`config.mk`:
```
export PLATFORM = sky130hd
export DESIGN_NAME = ray_obb_slab_test_unit_flat
export DESIGN_NICKNAME = d
export VERILOG_FILES = /design/src/rtl/core/robb_pkg.sv /design/src/rtl/core/robb_if.sv /design/src/rtl/core/robb_div.sv /design/src/rtl/core/ray_obb_slab_test_unit.sv /design/src/flat_wrapper.sv
export VERILOG_INCLUDE_DIRS = /design/src /design/src/rtl/core
export SDC_FILE = /design/constraint.sdc
export NUM_CORES = 2
export LEC_CHECK = 0
export BUFFER_PORTS_ARGS = -buffer_cell sky130_fd_sc_hd__buf_2
export CORE_ASPECT_RATIO = 1.75
export CORE_MARGIN = 2
export CORE_UTILIZATION = 60
export DETAILED_ROUTE_END_ITERATION = 10
export GPL_TIMING_DRIVEN = 1
export MAX_ROUTING_LAYER = met4
export PLACE_DENSITY = 0.77
export SYNTH_ARGS = -nofsm -noshare
export SYNTH_HDL_FRONTEND = slang
export SYNTH_SLANG_ARGS = --single-unit
```
`constraint.sdc`:
```
create_clock -name clk_i -period 34.8 [get_ports clk_i]
set_input_delay 6.96 -clock clk_i [delete_from_list [all_inputs] [get_ports clk_i]]
set_output_delay 6.96 -clock clk_i [all_outputs]
set_load 0.1 [all_outputs]
```
`src/rtl/core/ray_obb_slab_test_unit_macros.svh`:
```
// Assertion helpers for the ray/box slab test unit.
`ifndef RAY_OBB_SLAB_TEST_UNIT_MACROS_SVH
`define RAY_OBB_SLAB_TEST_UNIT_MACROS_SVH

// Same-cycle implication, disabled while reset is asserted.
`define ROBB_ASSERT_NOW(lbl, clk, rstn, ante, cons) \
  lbl: assert property (@(posedge clk) disable iff (!rstn) (ante) |-> (cons)) \
    else $error("robb assertion failed");

// Next-cycle implication, disabled while reset is asserted.
`define ROBB_ASSERT_NEXT(lbl, clk, rstn, ante, cons) \
  lbl: assert property (@(posedge clk) disable iff (!rstn) (ante) |=> (cons)) \
    else $error("robb assertion failed");

`endif

```
`src/rtl/core/robb_pkg.sv`:
```
// ----------------------------------------------------------------------------
// robb_pkg
// Shared constants for the ray/box slab test unit: register indexes, axis
// index codes, reset values and fixed field widths.
// ----------------------------------------------------------------------------
`timescale 1ns / 1ps

package robb_pkg;

  // Configuration register indexes
  localparam logic [2:0] RegOriginX = 3'd0;
  localparam logic [2:0] RegOriginY = 3'd1;
  localparam logic [2:0] RegOriginZ = 3'd2;
  localparam logic [2:0] RegDirX    = 3'd3;
  localparam logic [2:0] RegDirY    = 3'd4;
  localparam logic [2:0] RegDirZ    = 3'd5;
  localparam logic [2:0] RegMaxDist = 3'd6;

  // Axis index codes
  localparam logic [1:0] AxisFirst = 2'd0;
  localparam logic [1:0] AxisLast  = 2'd2;
  localparam logic [1:0] AxisNone  = 2'd3;

  // Reset values
  localparam logic signed [17:0] DirZReset    = 18'sd65536;
  localparam logic        [30:0] MaxDistReset = 31'h7FFF_FFFF;

  localparam int unsigned CfgDataW = 32;
  localparam int unsigned CfgIdxW  = 3;

endpackage

```
`src/rtl/core/robb_if.sv`:
```
// ----------------------------------------------------------------------------
// robb_in_if / robb_out_if
// Valid/ready channels carrying one box axis in and one hit result out.
// ----------------------------------------------------------------------------
`timescale 1ns / 1ps

interface robb_in_if;
  logic               valid;
  logic               ready;
  logic        [1:0]  axis_index;
  logic signed [31:0] axis_x;
  logic signed [31:0] axis_y;
  logic signed [31:0] axis_z;
  logic signed [31:0] slab_min;
  logic signed [31:0] slab_max;
  logic signed [31:0] pos_x;
  logic signed [31:0] pos_y;
  logic signed [31:0] pos_z;

  modport source (output valid, axis_index, axis_x, axis_y, axis_z, slab_min, slab_max,
                  pos_x, pos_y, pos_z, input ready);
  modport sink   (input valid, axis_index, axis_x, axis_y, axis_z, slab_min, slab_max,
                  pos_x, pos_y, pos_z, output ready);
endinterface

interface robb_out_if;
  logic        valid;
  logic        ready;
  logic        hit;
  logic [30:0] hit_distance;

  modport source (output valid, hit, hit_distance, input ready);
  modport sink   (input valid, hit, hit_distance, output ready);
endinterface

```
`src/rtl/core/robb_div.sv`:
```
// ----------------------------------------------------------------------------
// robb_div
// Bit-serial restoring divider: (num << FRAC_BITS) / den, truncated toward
// zero and saturated to signed 32 bits. One quotient bit per cycle.
// ----------------------------------------------------------------------------
`timescale 1ns / 1ps

module robb_div #(
  parameter int unsigned FRAC_BITS = 16
) (
  input  logic               clk_i,
  input  logic               rst_ni,
  input  logic               start_i,
  input  logic signed [32:0] num_i,
  input  logic signed [31:0] den_i,
  output logic               done_o,
  output logic signed [31:0] quo_o
);

  localparam int unsigned QW = 33 + FRAC_BITS;
  localparam int unsigned CW = $clog2(QW + 1);

  logic          busy_q, busy_d;
  logic          done_q, done_d;
  logic [CW-1:0] cnt_q, cnt_d;
  logic [QW-1:0] dvd_q, dvd_d;
  logic [QW-1:0] quo_q, quo_d;
  logic [31:0]   rem_q, rem_d;
  logic [31:0]   den_q, den_d;
  logic          neg_q, neg_d;

  logic [33:0] num_neg;
  logic [32:0] num_mag;
  logic [32:0] den_neg;
  logic [32:0] trial;
  logic [32:0] diff;

  // Magnitudes at start
  assign num_neg = -{num_i[32], num_i};
  assign num_mag = num_i[32] ? num_neg[32:0] : num_i;
  assign den_neg = -{den_i[31], den_i};

  // One restoring step
  assign trial = {rem_q, dvd_q[QW-1]};
  assign diff  = trial - {1'b0, den_q};

  always_comb begin
    busy_d = busy_q;
    done_d = 1'b0;
    cnt_d  = cnt_q;
    dvd_d  = dvd_q;
    quo_d  = quo_q;
    rem_d  = rem_q;
    den_d  = den_q;
    neg_d  = neg_q;
    if (start_i) begin
      busy_d = 1'b1;
      cnt_d  = CW'(QW);
      dvd_d  = {num_mag, {FRAC_BITS{1'b0}}};
      quo_d  = '0;
      rem_d  = '0;
      den_d  = den_i[31] ? den_neg[31:0] : den_i;
      neg_d  = num_i[32] ^ den_i[31];
    end else if (busy_q) begin
      dvd_d = {dvd_q[QW-2:0], 1'b0};
      if (!diff[32]) begin
        rem_d = diff[31:0];
        quo_d = {quo_q[QW-2:0], 1'b1};
      end else begin
        rem_d = trial[31:0];
        quo_d = {quo_q[QW-2:0], 1'b0};
      end
      cnt_d = cnt_q - CW'(1);
      if (cnt_q == CW'(1)) begin
        busy_d = 1'b0;
        done_d = 1'b1;
      end
    end
  end

  always_ff @(posedge clk_i or negedge rst_ni) begin
    if (!rst_ni) begin
      busy_q <= 1'b0;
      done_q <= 1'b0;
      cnt_q  <= '0;
    end else begin
      busy_q <= busy_d;
      done_q <= done_d;
      cnt_q  <= cnt_d;
    end
  end

  always_ff @(posedge clk_i) begin
    dvd_q <= dvd_d;
    quo_q <= quo_d;
    rem_q <= rem_d;
    den_q <= den_d;
    neg_q <= neg_d;
  end

  // Sign and saturate
  logic [QW-1:0] quo_neg;
  assign quo_neg = -quo_q;

  always_comb begin
    if (neg_q) begin
      if (quo_q > QW'(33'h0_8000_0000)) quo_o = 32'sh8000_0000;
      else                              quo_o = quo_neg[31:0];
    end else begin
      if (quo_q > QW'(32'h7FFF_FFFF)) quo_o = 32'sh7FFF_FFFF;
      else                            quo_o = quo_q[31:0];
    end
  end

  assign done_o = done_q;

endmodule

```
`src/rtl/core/ray_obb_slab_test_unit.sv`:
```
// ----------------------------------------------------------------------------
// ray_obb_slab_test_unit
// Ray against oriented box, slab method, signed fixed point. One input
// transaction per box axis; the last axis yields one hit transaction.
// ----------------------------------------------------------------------------
//  channel   dir   contents
//  in_i      in    axis_index, axis vector, slab edges, box position
//  out_o     out   hit, hit_distance (after axis 2 only)
//  cfg       in    cfg_we_i / cfg_idx_i / cfg_data_i, write only
//
// An axis passes through acceptance, bit-serial multiply (six lanes), sum,
// decision, a wait on the two serial dividers (33+FRAC_BITS quotient bits
// each), update and result; a parallel or already-missed axis skips the dividers.
// One axis is in flight at a time; in_i.ready is high only when idle.
// The result register holds the hit until out_o.ready; a later axis 2 waits.
// Reset is asynchronous and sets control and configuration registers to their reset values.
// ----------------------------------------------------------------------------
`timescale 1ns / 1ps
`include "ray_obb_slab_test_unit_macros.svh"

module ray_obb_slab_test_unit #(
  parameter int unsigned FRAC_BITS = 16
) (
  input  logic                            clk_i,
  input  logic                            rst_ni,
  input  logic                            cfg_we_i,
  input  logic [robb_pkg::CfgIdxW-1:0]    cfg_idx_i,
  input  logic [robb_pkg::CfgDataW-1:0]   cfg_data_i,
  robb_in_if.sink                         in_i,
  robb_out_if.source                      out_o
);

  localparam logic signed [31:0] Eps = 32'(((64'd1 << FRAC_BITS) + 64'd5000) / 64'd10000);

  typedef enum logic [2:0] {
    S_IDLE, S_MUL, S_SUM, S_DEC, S_DIV, S_UPD, S_OUT
  } state_e;

  // Configuration registers
  logic signed [31:0] origin_q [3];
  logic signed [17:0] dir_q    [3];
  logic        [30:0] maxd_q;

  always_ff @(posedge clk_i or negedge rst_ni) begin
    if (!rst_ni) begin
      origin_q[0] <= '0;
      origin_q[1] <= '0;
      origin_q[2] <= '0;
      dir_q[0]    <= '0;
      dir_q[1]    <= '0;
      dir_q[2]    <= robb_pkg::DirZReset;
      maxd_q      <= robb_pkg::MaxDistReset;
    end else if (cfg_we_i) begin
      case (cfg_idx_i)
        robb_pkg::RegOriginX: origin_q[0] <= cfg_data_i;
        robb_pkg::RegOriginY: origin_q[1] <= cfg_data_i;
        robb_pkg::RegOriginZ: origin_q[2] <= cfg_data_i;
        robb_pkg::RegDirX:    dir_q[0]    <= cfg_data_i[17:0];
        robb_pkg::RegDirY:    dir_q[1]    <= cfg_data_i[17:0];
        robb_pkg::RegDirZ:    dir_q[2]    <= cfg_data_i[17:0];
        robb_pkg::RegMaxDist: maxd_q      <= cfg_data_i[30:0];
        default: ;
      endcase
    end
  end

  // Control and datapath registers
  state_e             state_q, state_d;
  logic [4:0]         mcnt_q, mcnt_d;
  logic [1:0]         idx_q, idx_d;
  logic signed [32:0] hi_q [6];
  logic signed [32:0] hi_d [6];
  logic [31:0]        lo_q [6];
  logic [31:0]        lo_d [6];
  logic signed [31:0] mc_q [6];
  logic signed [31:0] mc_d [6];
  logic signed [31:0] smin_q, smin_d, smax_q, smax_d;
  logic signed [31:0] e_q, e_d, f_q, f_d;
  logic signed [31:0] near_q, near_d, far_q, far_d;
  logic               missed_q, missed_d;
  logic               ovalid_q, ovalid_d;
  logic               hit_q, hit_d;
  logic [30:0]        dist_q, dist_d;

  // Divider lanes
  logic               div_start;
  logic signed [32:0] num_a, num_b;
  logic               done_a, done_b;
  logic signed [31:0] quo_a, quo_b;

  robb_div #(.FRAC_BITS(FRAC_BITS)) u_div_a (
    .clk_i, .rst_ni, .start_i(div_start), .num_i(num_a), .den_i(f_q),
    .done_o(done_a), .quo_o(quo_a)
  );

  robb_div #(.FRAC_BITS(FRAC_BITS)) u_div_b (
    .clk_i, .rst_ni, .start_i(div_start), .num_i(num_b), .den_i(f_q),
    .done_o(done_b), .quo_o(quo_b)
  );

  assign num_a = {e_q[31], e_q} + {smin_q[31], smin_q};
  assign num_b = {e_q[31], e_q} + {smax_q[31], smax_q};

  // Saturate a wide signed sum to 32 bits
  function automatic logic signed [31:0] sat32(input logic signed [65:0] v);
    logic signed [31:0] r;
    if (v > 66'sh0_7FFF_FFFF)       r = 32'sh7FFF_FFFF;
    else if (v < -66'sh0_8000_0000) r = 32'sh8000_0000;
    else                            r = v[31:0];
    return r;
  endfunction

  // Position minus origin, saturated
  logic signed [31:0] pos_in [3];
  logic signed [31:0] delta  [3];
  logic signed [32:0] dsub   [3];

  assign pos_in[0] = in_i.pos_x;
  assign pos_in[1] = in_i.pos_y;
  assign pos_in[2] = in_i.pos_z;

  always_comb begin
    for (int k = 0; k < 3; k++) begin
      dsub[k] = {pos_in[k][31], pos_in[k]} - {origin_q[k][31], origin_q[k]};
      if (dsub[k][32] != dsub[k][31]) delta[k] = dsub[k][32] ? 32'sh8000_0000 : 32'sh7FFF_FFFF;
      else                            delta[k] = dsub[k][31:0];
    end
  end

  // Bit-serial multiply step, products and sums
  logic signed [32:0] madd   [6];
  logic signed [33:0] msum   [6];
  logic signed [63:0] prod   [6];
  logic signed [63:0] prod_s [6];
  logic signed [65:0] e_sum, f_sum;

  always_comb begin
    for (int k = 0; k < 6; k++) begin
      madd[k]   = (mcnt_q == 5'd31) ? -{mc_q[k][31], mc_q[k]} : {mc_q[k][31], mc_q[k]};
      msum[k]   = lo_q[k][0] ? ({hi_q[k][32], hi_q[k]} + {madd[k][32], madd[k]})
                             : {hi_q[k][32], hi_q[k]};
      prod[k]   = {hi_q[k][31:0], lo_q[k]};
      prod_s[k] = prod[k] >>> FRAC_BITS;
    end
    e_sum = 66'(prod_s[0]) + 66'(prod_s[1]) + 66'(prod_s[2]);
    f_sum = 66'(prod_s[3]) + 66'(prod_s[4]) + 66'(prod_s[5]);
  end

  // Bound update
  logic signed [31:0] t_lo, t_hi, far_n, near_n;
  assign t_lo   = (quo_a > quo_b) ? quo_b : quo_a;
  assign t_hi   = (quo_a > quo_b) ? quo_a : quo_b;
  assign far_n  = (t_hi < far_q) ? t_hi : far_q;
  assign near_n = (t_lo > near_q) ? t_lo : near_q;

  assign in_i.ready = (state_q == S_IDLE);

  // Sequencer
  always_comb begin
    state_d   = state_q;
    mcnt_d    = mcnt_q;
    idx_d     = idx_q;
    hi_d      = hi_q;
    lo_d      = lo_q;
    mc_d      = mc_q;
    smin_d    = smin_q;
    smax_d    = smax_q;
    e_d       = e_q;
    f_d       = f_q;
    near_d    = near_q;
    far_d     = far_q;
    missed_d  = missed_q;
    ovalid_d  = ovalid_q && !out_o.ready;
    hit_d     = hit_q;
    dist_d    = dist_q;
    div_start = 1'b0;
    case (state_q)
      S_IDLE: begin
        if (in_i.valid && in_i.axis_index != robb_pkg::AxisNone) begin
          idx_d  = in_i.axis_index;
          smin_d = in_i.slab_min;
          smax_d = in_i.slab_max;
          lo_d[0] = in_i.axis_x; lo_d[1] = in_i.axis_y; lo_d[2] = in_i.axis_z;
          lo_d[3] = in_i.axis_x; lo_d[4] = in_i.axis_y; lo_d[5] = in_i.axis_z;
          for (int k = 0; k < 3; k++) begin
            mc_d[k]     = delta[k];
            mc_d[k + 3] = 32'(dir_q[k]);
          end
          for (int k = 0; k < 6; k++) hi_d[k] = '0;
          mcnt_d = '0;
          if (in_i.axis_index == robb_pkg::AxisFirst) begin
            near_d   = '0;
            far_d    = {1'b0, maxd_q};
            missed_d = 1'b0;
          end
          state_d = S_MUL;
        end
      end
      S_MUL: begin
        for (int k = 0; k < 6; k++) begin
          hi_d[k] = msum[k][33:1];
          lo_d[k] = {msum[k][0], lo_q[k][31:1]};
        end
        mcnt_d = mcnt_q + 5'd1;
        if (mcnt_q == 5'd31) state_d = S_SUM;
      end
      S_SUM: begin
        e_d     = sat32(e_sum);
        f_d     = sat32(f_sum);
        state_d = S_DEC;
      end
      S_DEC: begin
        if (missed_q) begin
          state_d = S_OUT;
        end else if (f_q > Eps || f_q < -Eps) begin
          div_start = 1'b1;
          state_d   = S_DIV;
        end else begin
          if (smin_q > e_q || smax_q < e_q) missed_d = 1'b1;
          state_d = S_OUT;
        end
      end
      S_DIV: begin
        if (done_a) state_d = S_UPD;
      end
      S_UPD: begin
        far_d  = far_n;
        near_d = near_n;
        if (far_n < near_n) missed_d = 1'b1;
        state_d = S_OUT;
      end
      S_OUT: begin
        if (idx_q != robb_pkg::AxisLast) begin
          state_d = S_IDLE;
        end else if (!ovalid_q || out_o.ready) begin
          ovalid_d = 1'b1;
          hit_d    = !missed_q;
          dist_d   = missed_q ? '0 : near_q[30:0];
          state_d  = S_IDLE;
        end
      end
      default: state_d = S_IDLE;
    endcase
  end

  always_ff @(posedge clk_i or negedge rst_ni) begin
    if (!rst_ni) begin
      state_q  <= S_IDLE;
      mcnt_q   <= '0;
      idx_q    <= '0;
      near_q   <= '0;
      far_q    <= {1'b0, robb_pkg::MaxDistReset};
      missed_q <= 1'b0;
      ovalid_q <= 1'b0;
    end else begin
      state_q  <= state_d;
      mcnt_q   <= mcnt_d;
      idx_q    <= idx_d;
      near_q   <= near_d;
      far_q    <= far_d;
      missed_q <= missed_d;
      ovalid_q <= ovalid_d;
    end
  end

  always_ff @(posedge clk_i) begin
    hi_q   <= hi_d;
    lo_q   <= lo_d;
    mc_q   <= mc_d;
    smin_q <= smin_d;
    smax_q <= smax_d;
    e_q    <= e_d;
    f_q    <= f_d;
    hit_q  <= hit_d;
    dist_q <= dist_d;
  end

  assign out_o.valid        = ovalid_q;
  assign out_o.hit          = hit_q;
  assign out_o.hit_distance = dist_q;

  // Checks
  `ROBB_ASSERT_NOW(a_bounds_ordered, clk_i, rst_ni, !missed_q, far_q >= near_q)
  `ROBB_ASSERT_NOW(a_div_lanes_agree, clk_i, rst_ni, done_a, done_b)
  `ROBB_ASSERT_NEXT(a_result_matches, clk_i, rst_ni,
                    state_q == S_OUT && state_d == S_IDLE && idx_q == robb_pkg::AxisLast,
                    ovalid_q && hit_q == !missed_q)
  `ROBB_ASSERT_NOW(a_div_only_in_div, clk_i, rst_ni, done_a, state_q == S_DIV)

endmodule

```
`src/flat_wrapper.sv`:
```
// flat-port wrapper written by rule: the top's interface ports become plain ports
module ray_obb_slab_test_unit_flat 
#(
  parameter int unsigned FRAC_BITS = 16
)
  (clk_i, rst_ni, cfg_we_i, cfg_idx_i, cfg_data_i, in_i_valid, in_i_axis_index, in_i_axis_x, in_i_axis_y, in_i_axis_z, in_i_slab_min, in_i_slab_max, in_i_pos_x, in_i_pos_y, in_i_pos_z, in_i_ready, out_o_valid, out_o_hit, out_o_hit_distance, out_o_ready);
  robb_in_if in_i_i ();
  robb_out_if out_o_i ();
  input  logic clk_i;
  input  logic rst_ni;
  input  logic cfg_we_i;
  input  logic [robb_pkg::CfgIdxW-1:0] cfg_idx_i;
  input  logic [robb_pkg::CfgDataW-1:0] cfg_data_i;
  input wire logic [$bits(in_i_i.valid)-1:0] in_i_valid;
  input wire logic [$bits(in_i_i.axis_index)-1:0] in_i_axis_index;
  input wire logic [$bits(in_i_i.axis_x)-1:0] in_i_axis_x;
  input wire logic [$bits(in_i_i.axis_y)-1:0] in_i_axis_y;
  input wire logic [$bits(in_i_i.axis_z)-1:0] in_i_axis_z;
  input wire logic [$bits(in_i_i.slab_min)-1:0] in_i_slab_min;
  input wire logic [$bits(in_i_i.slab_max)-1:0] in_i_slab_max;
  input wire logic [$bits(in_i_i.pos_x)-1:0] in_i_pos_x;
  input wire logic [$bits(in_i_i.pos_y)-1:0] in_i_pos_y;
  input wire logic [$bits(in_i_i.pos_z)-1:0] in_i_pos_z;
  output wire logic [$bits(in_i_i.ready)-1:0] in_i_ready;
  output wire logic [$bits(out_o_i.valid)-1:0] out_o_valid;
  output wire logic [$bits(out_o_i.hit)-1:0] out_o_hit;
  output wire logic [$bits(out_o_i.hit_distance)-1:0] out_o_hit_distance;
  input wire logic [$bits(out_o_i.ready)-1:0] out_o_ready;
  assign in_i_i.valid = in_i_valid;
  assign in_i_i.axis_index = in_i_axis_index;
  assign in_i_i.axis_x = in_i_axis_x;
  assign in_i_i.axis_y = in_i_axis_y;
  assign in_i_i.axis_z = in_i_axis_z;
  assign in_i_i.slab_min = in_i_slab_min;
  assign in_i_i.slab_max = in_i_slab_max;
  assign in_i_i.pos_x = in_i_pos_x;
  assign in_i_i.pos_y = in_i_pos_y;
  assign in_i_i.pos_z = in_i_pos_z;
  assign in_i_ready = in_i_i.ready;
  assign out_o_valid = out_o_i.valid;
  assign out_o_hit = out_o_i.hit;
  assign out_o_hit_distance = out_o_i.hit_distance;
  assign out_o_i.ready = out_o_ready;
  ray_obb_slab_test_unit #(.FRAC_BITS(FRAC_BITS)) u_core (.clk_i(clk_i), .rst_ni(rst_ni), .cfg_we_i(cfg_we_i), .cfg_idx_i(cfg_idx_i), .cfg_data_i(cfg_data_i), .in_i(in_i_i), .out_o(out_o_i));
endmodule
```
## Yosys cells after proc, flatten, opt, wreduce, memory -nomap -nowiden

Cells that the tools add are included.

- Bits in registers: 1,234
- Bits of input ports: 298
- Output and inout port bits: 34
- Logic and storage cells: 263

- Add/sub/neg operators: 31
- Order comparisons: 16
- Equal/unequal tests: 32
- Mux-type cells: 87
- Bitwise operators: 3
- Reductions and logical operators: 35

Operator list:

| cell | number |
|---|---|
| $mux 32 | 24 |
| $pmux 198 s2 | 1 |
| $pmux 192 s2 | 1 |
| $mux 33 | 8 |
| $neg 33->33 | 8 |
| $add 33x33->34 | 6 |
| $mux 34 | 6 |
| $mux 198 | 1 |
| $mux 49 | 4 |
| $mux 192 | 1 |
| $gt 66x32->1 const B | 2 |
| $lt 66x32->1 const B | 2 |
| $pmux 32 s2 | 2 |
| $add 49x48->50 | 2 |
| $sub 32x32->33 | 3 |
| $add 48x48->49 | 2 |
| $gt 49x31->1 const B | 2 |
| $gt 49x32->1 const B | 2 |
| $gt 32x32->1 | 3 |
| $lt 32x32->1 | 3 |
| $neg 32->32 | 3 |
| $add 32x32->33 | 2 |
| $sub 33x32->33 | 2 |
| $gt 32x4->1 const B | 1 |
| 33 further kinds | 113 |

## Logic depth before layout (Yosys ltp)

- Depth in word-level cells: 10
- Gate-level depth with buffers: 52
- Depth with buffers taken out: 48

## Modules after synthesis

A second synthesis with hierarchy kept.

- Cells, all modules: 9,574
- Area total of the unflattened synthesis: 90,269.1 µm²

By module, submodules not included:

| module | times used | cells each | area an instance (µm²) | seq. area each (µm²) |
|---|---|---|---|---|
| ray_obb_slab_test_unit | 1 | 7,239 | 69,823.2 | 27,530.2 |
| robb_div at u_core.u_div_a | 1 | 1,173 | 10,251.1 | 3,803.6 |
| robb_div at u_core.u_div_b | 1 | 1,162 | 10,194.8 | 3,803.6 |

## Worst setup path before layout

No wires, ideal clock.

- Kind: input port to flip-flop
- Start: input port in_i_axis_index[0]
- End: register u_core.mcnt_q[2]
- Library setup time: 0.135 ns
- Data arrival time: 16.441 ns
- Data required time: 34.665 ns
- Setup slack: 18.224 ns
- Cell stages on the path: 6
- Buffers on the path: 0
- Cells stage by stage: nand2_1 > nand3_1 > nand2_1 > o21ai_0 > nand2_1 > o21ai_0

- Word-level cells in the longest chain between the ends: 4

RTL lines:

| item | line | text |
|---|---|---|
| start: declaration | flat_wrapper.sv:15 | `input wire logic [$bits(in_i_i.axis_index)-1:0] in_i_axis_index;` |
| $ne 2x2->1 | ray_obb_slab_test_unit.sv:179 | `if (in_i.valid && in_i.axis_index != robb_pkg::AxisNone) begin` |
| $logic_and 1x1->1 | ray_obb_slab_test_unit.sv:179 |  |
| $ne 2x1->1 (no line) | n/a |  |
| $reduce_and 2->1 (no line) | n/a |  |
| end signal: assignment | ray_obb_slab_test_unit.sv:257 | `mcnt_q <= mcnt_d;` |
| end: declaration | ray_obb_slab_test_unit.sv:69 | `logic [4:0] mcnt_q, mcnt_d;` |

No other way between the ends.
A chain may end at the register's enable or synchronous reset.

## Final worst setup path

- Start: register u_core.u_div_a.quo_q[1]
- End: register u_core.missed_q

- Word-level cells in the longest chain between the ends: 10
- Elaborated cells between the ends (all ways): 16
- Those cells by class: add/sub (1); order compare (6); eq/ne (1); mux (7); reduce/logical (1)

RTL lines:

| item | line | text |
|---|---|---|
| start: declaration | robb_div.sv:27 | `logic [QW-1:0] quo_q, quo_d;` |
| start signal: assignment | robb_div.sv:95 | `quo_q <= quo_d;` |
| $gt 49x31->1, or another cell as far along | robb_div.sv:110 | `if (quo_q > QW'(32'h7FFF_FFFF)) quo_o = 32'sh7FFF_FFFF;` |
| $mux 32 (on tied branches) | robb_div.sv:110, robb_div.sv:107 |  |
| $mux 32 * | robb_div.sv:106 | `if (neg_q) begin` |
| $gt 32x32->1 | ray_obb_slab_test_unit.sv:151, ray_obb_slab_test_unit.sv:152 |  |
| $mux 32 (on tied branches) | ray_obb_slab_test_unit.sv:152, ray_obb_slab_test_unit.sv:151 |  |
| $lt 32x32->1 / $gt 32x32->1 (equally long branches) | ray_obb_slab_test_unit.sv:153, ray_obb_slab_test_unit.sv:154 |  |
| $mux 32 (on tied branches) | ray_obb_slab_test_unit.sv:153, ray_obb_slab_test_unit.sv:154 |  |
| $lt 32x32->1 * | ray_obb_slab_test_unit.sv:229 | `if (far_n < near_n) missed_d = 1'b1;` |
| $ne 2x1->1 (no line) * | n/a |  |
| $reduce_and 4->1 (no line) * | n/a |  |
| end signal: assignment | ray_obb_slab_test_unit.sv:261 | `missed_q <= missed_d;` |
| end: declaration | ray_obb_slab_test_unit.sv:80 | `logic missed_q, missed_d;` |

Mark *: on every way between the ends. The rest lies on a longest branch, timed or not.

==> reports/qor.csv <==
stage;metric;value;unit
critical_path;Worst EP arrival;14.30;ns
sta;unrepaired setup endpoints after global routing;no;
clock_network;CTS-repair resized insts;0;
critical_path;Setup crit end;u_core.missed_q;
synthesis;Avg Cell Area, Syn;9.376;sq um
drt;DRC Markers;0;
finish;area grow syn2layout;8.528;%
sta;min Tclk post-route;13.62;ns
critical_path;Worst Setup Start Kind;flip-flop;
drt;Final ANT Viol Nets;0;
sta;Fmax;73.41;MHz
drt;drt initial violations;5494;
synthesis;Seq cells post-synth;1234;
sta;slew margin rel.;0.06607;
clock_network;worst skew pair latency;0.80;ns
critical_path;Worst R2R Path Depth;43;
synthesis;asr flop ratio synth;0.2204;
synthesis;post-synthesis sequential area ratio;0.3871;
floorplan;row cnt;186;
drt;DR vias/cell;6.322;
critical_path;r2r setup slk;21.18;ns
global_routing;global-route usage over all layers;0.3642;
floorplan;starting density of the core;0.6027;
finish;Total Nets Final;10710;
critical_path;Max stage delay on crit path;1.03;ns
placed_design;input/output buffers;331;
sta;Fin. Hold Viols;0;
floorplan;Die Wd;293.9;um
sta;Slew @ Worst Pin;1.391;ns
finish;layout cells sized above 1;0.09477;
placed_design;post-place setup slack;21.48;ns
critical_path;worst r2r src;u_core.u_div_a.quo_q[1];
synthesis;Syn Inst Count;9409;
sta;Clock Skew;0.03795;ns
drt;Pre-Repair DR Iteration Count;6;
placed_design;RePlAce Congestion;1.027;
sta;Final Cycle Share;0.3914;
clock_network;# H-tree levels;3;
global_routing;largest net degree at the start of global routing;209;
clock_network;Setup Buffers After CTS;0;
floorplan;Die Y;511.3;um
synthesis;Syn. warnings;0;
worst_hold_path;Hold WC Path Type;reg2reg;
critical_path;CP endpoint kind;flip-flop;
critical_path;Crit Reg-Reg Endpoint;u_core.missed_q;
sta;Fin Setup TNS;0;ns
floorplan;IO Pins;332;
drt;via count;73190;
drt;wire per inst;23.40;um
global_routing;total grt overflow;0;
placed_design;dpl hpwl;208200;um
global_routing;first-pass GRT wire length;408700;um
sta;final worst slack;21.18;ns
synthesis;Mapped Area;88220;sq um
critical_path;Required @ worst endpoint;35.48;ns
clock_network;CTS tree;done;
clock_network;Reg clk slew, reported paths;0.07;ns
clock_network;CTS Hold Bufs;0;
clock_network;CTS Buf Count;117;
drt;Post-Route WL;270900;um
global_routing;vias in the first global route;72310;
critical_path;critical path class;reg2reg;
critical_path;Worst path slowest cell;o311ai_0;
critical_path;CP startpoint;u_core.u_div_a.quo_q[1];
synthesis;syn_nets;10550;
clock_network;CTS Sinks;1234;
floorplan;die footprint;150200;sq um
synthesis;Unique masters post-synth;90;
sta;Setup Viol. Count Final;0;
sta;Final Slew Violations;0;
critical_path;CP Max Fanout;86;
clock_network;Clock Tree Root;clkbuf_16;
outcome;status;completed;
synthesis;EDFF count, synth;800;
flow_run;max cap viols;0;
floorplan;Core Area;146400;sq um
global_routing;initial antenna violation count;20;
clock_network;CTS Buffer Depth;3;
synthesis;Top FF cell, synth;edfxtp_1;
kinds of logic after synthesis:
kind of cell,count (synthesis),synth area share
AO/OA/AOI/OAI,2394,0.1705
XOR/XNOR,672,0.06672
adder cells (fa/ha/maj),844,0.1290
buffers and inverters,861,0.03676
flip-flops,1234,0.3871
multiplexers,516,0.06066
AND/OR/NAND/NOR,2888,0.1493
worst max-delay path: cells and delay by family, from the launching register on:
kind | cells | cell delay, ns
compound gates | 17 | 4.87
xor+xnor | 1 | 0.17
fa+ha+maj | 4 | 1.13
buf+inv | 6 | 1.63
flops | 1 | 0.38
mux | 2 | 0.66
simple gates | 13 | 4.61
synth_stat cells, drive strengths merged (84+ instances only):
library cell / instances / area share
o21a: 94 / 0.0080
nand2b: 129 / 0.0091
nor3: 137 / 0.0078
inv: 507 / 0.022
dfrtp: 209 / 0.059
nor2: 786 / 0.033
a31oi: 107 / 0.0076
xor2: 155 / 0.015
nand2: 1120 / 0.048
ha: 727 / 0.10
a21o: 279 / 0.024
a21oi: 609 / 0.035
o21ai: 688 / 0.039
or3: 84 / 0.0063
mux2: 149 / 0.019
clkbuf: 305 / 0.013
o21bai: 90 / 0.0077
o31ai: 84 / 0.0071
nand3: 158 / 0.0090
edfxtp: 800 / 0.27
dfxtp: 162 / 0.037
mux2i: 367 / 0.042
xnor2: 517 / 0.051
nand4: 101 / 0.0072
fa: 111 / 0.025
worst min path at each step:
stage                                start               to  slack (ns)  cells past startpoint
final                     u_core.dir_q[28]  u_core.mc_q[42]        0.44                      0
after global routing      u_core.dir_q[42]  u_core.mc_q[70]        0.45                      0
after CTS                 u_core.dir_q[42]  u_core.mc_q[70]        0.44                      0
after detailed placement  u_core.dir_q[28]  u_core.mc_q[42]        0.43                      0
after global placement    u_core.dir_q[40]  u_core.mc_q[68]        0.42                      0
after floorplan            u_core.dir_q[0]   u_core.mc_q[0]        0.42                      0
registers in the layout, summed over array words and instances, names as in the netlist, 5 cells and up:
register / cells
u_core.hi_q: 198
u_core.lo_q: 192
u_core.mc_q: 150
u_core.origin_q: 96
u_core.dir_q: 54
u_core.u_div_a.quo_q: 49
u_core.u_div_b.quo_q: 49
u_core.u_div_a.dvd_q: 33
u_core.u_div_b.dvd_q: 33
u_core.e_q: 32
u_core.f_q: 32
u_core.far_q: 32
u_core.near_q: 32
u_core.smax_q: 32
u_core.smin_q: 32
u_core.u_div_a.den_q: 32
u_core.u_div_a.rem_q: 32
u_core.u_div_b.rem_q: 32
u_core.maxd_q: 31
u_core.out_o.hit_distance: 31
u_core.u_div_a.cnt_q: 6
u_core.u_div_b.cnt_q: 6
u_core.mcnt_q: 5
routing by layer:
| metal | up-vias | track usage | wire (um) | part of all wire |
|---|---|---|---|---|
| met5 | - | - | 0 | 0 |
| met4 | 0 | 0.3118 | 27650 | 0.10 |
| met1 | 35130 | 0.3672 | 94140 | 0.35 |
| met3 | 1044 | 0.04880 | 14320 | 0.053 |
| met2 | 2648 | 0.6197 | 134800 | 0.50 |
| li1 | 34360 | - | - | - |
through the flow:
step / utilization / instances / area [sq um] / hold slack [ns]
floorplan: - / 9409 / 88220 / 0.4194
global placement: 0.6260 / 11330 / 91640 / 0.4247
detailed placement: 0.6260 / 11330 / 91640 / 0.4297
CTS: 0.6534 / 11560 / 95650 / 0.4350
global route: 0.6540 / 11570 / 95730 / 0.4509
finish: 0.6541 / 11580 / 95740 / 0.4367
final cells by class:
cell class / instances / area, sq um
antenna: 20 / 50.05
clock buffer: 143 / 3233
clock inverter: 80 / 773.2
fill: 11940 / 50640
inverter: 507 / 1913
multi-input combinational: 7314 / 51040
sequential: 1234 / 34160
tap: 1880 / 2352
timing repair buffer: 398 / 2227
layout by cell type (no fill, tap or decap), drive strengths merged, types with 63 or more instances in the layout:
master	count
nor2b	67
nand3	158
mux2	149
a211oi	63
or3	84
nor2	786
o21ai	688
dfxtp	162
xor2	155
inv	521
mux2i	367
nand2b	129
nor4	71
a31oi	107
xnor2	517
a21oi	609
o21a	94
a21o	279
buf	398
nand4	101
edfxtp	800
o31ai	84
ha	727
fa	111
o21bai	90
nor3	137
clkbuf	143
dfstp	63
nand2	1120
dfrtp	209
Power is not shown: default switching activity piles up to over one toggle a cycle in this logic, so the estimate is an artifact.
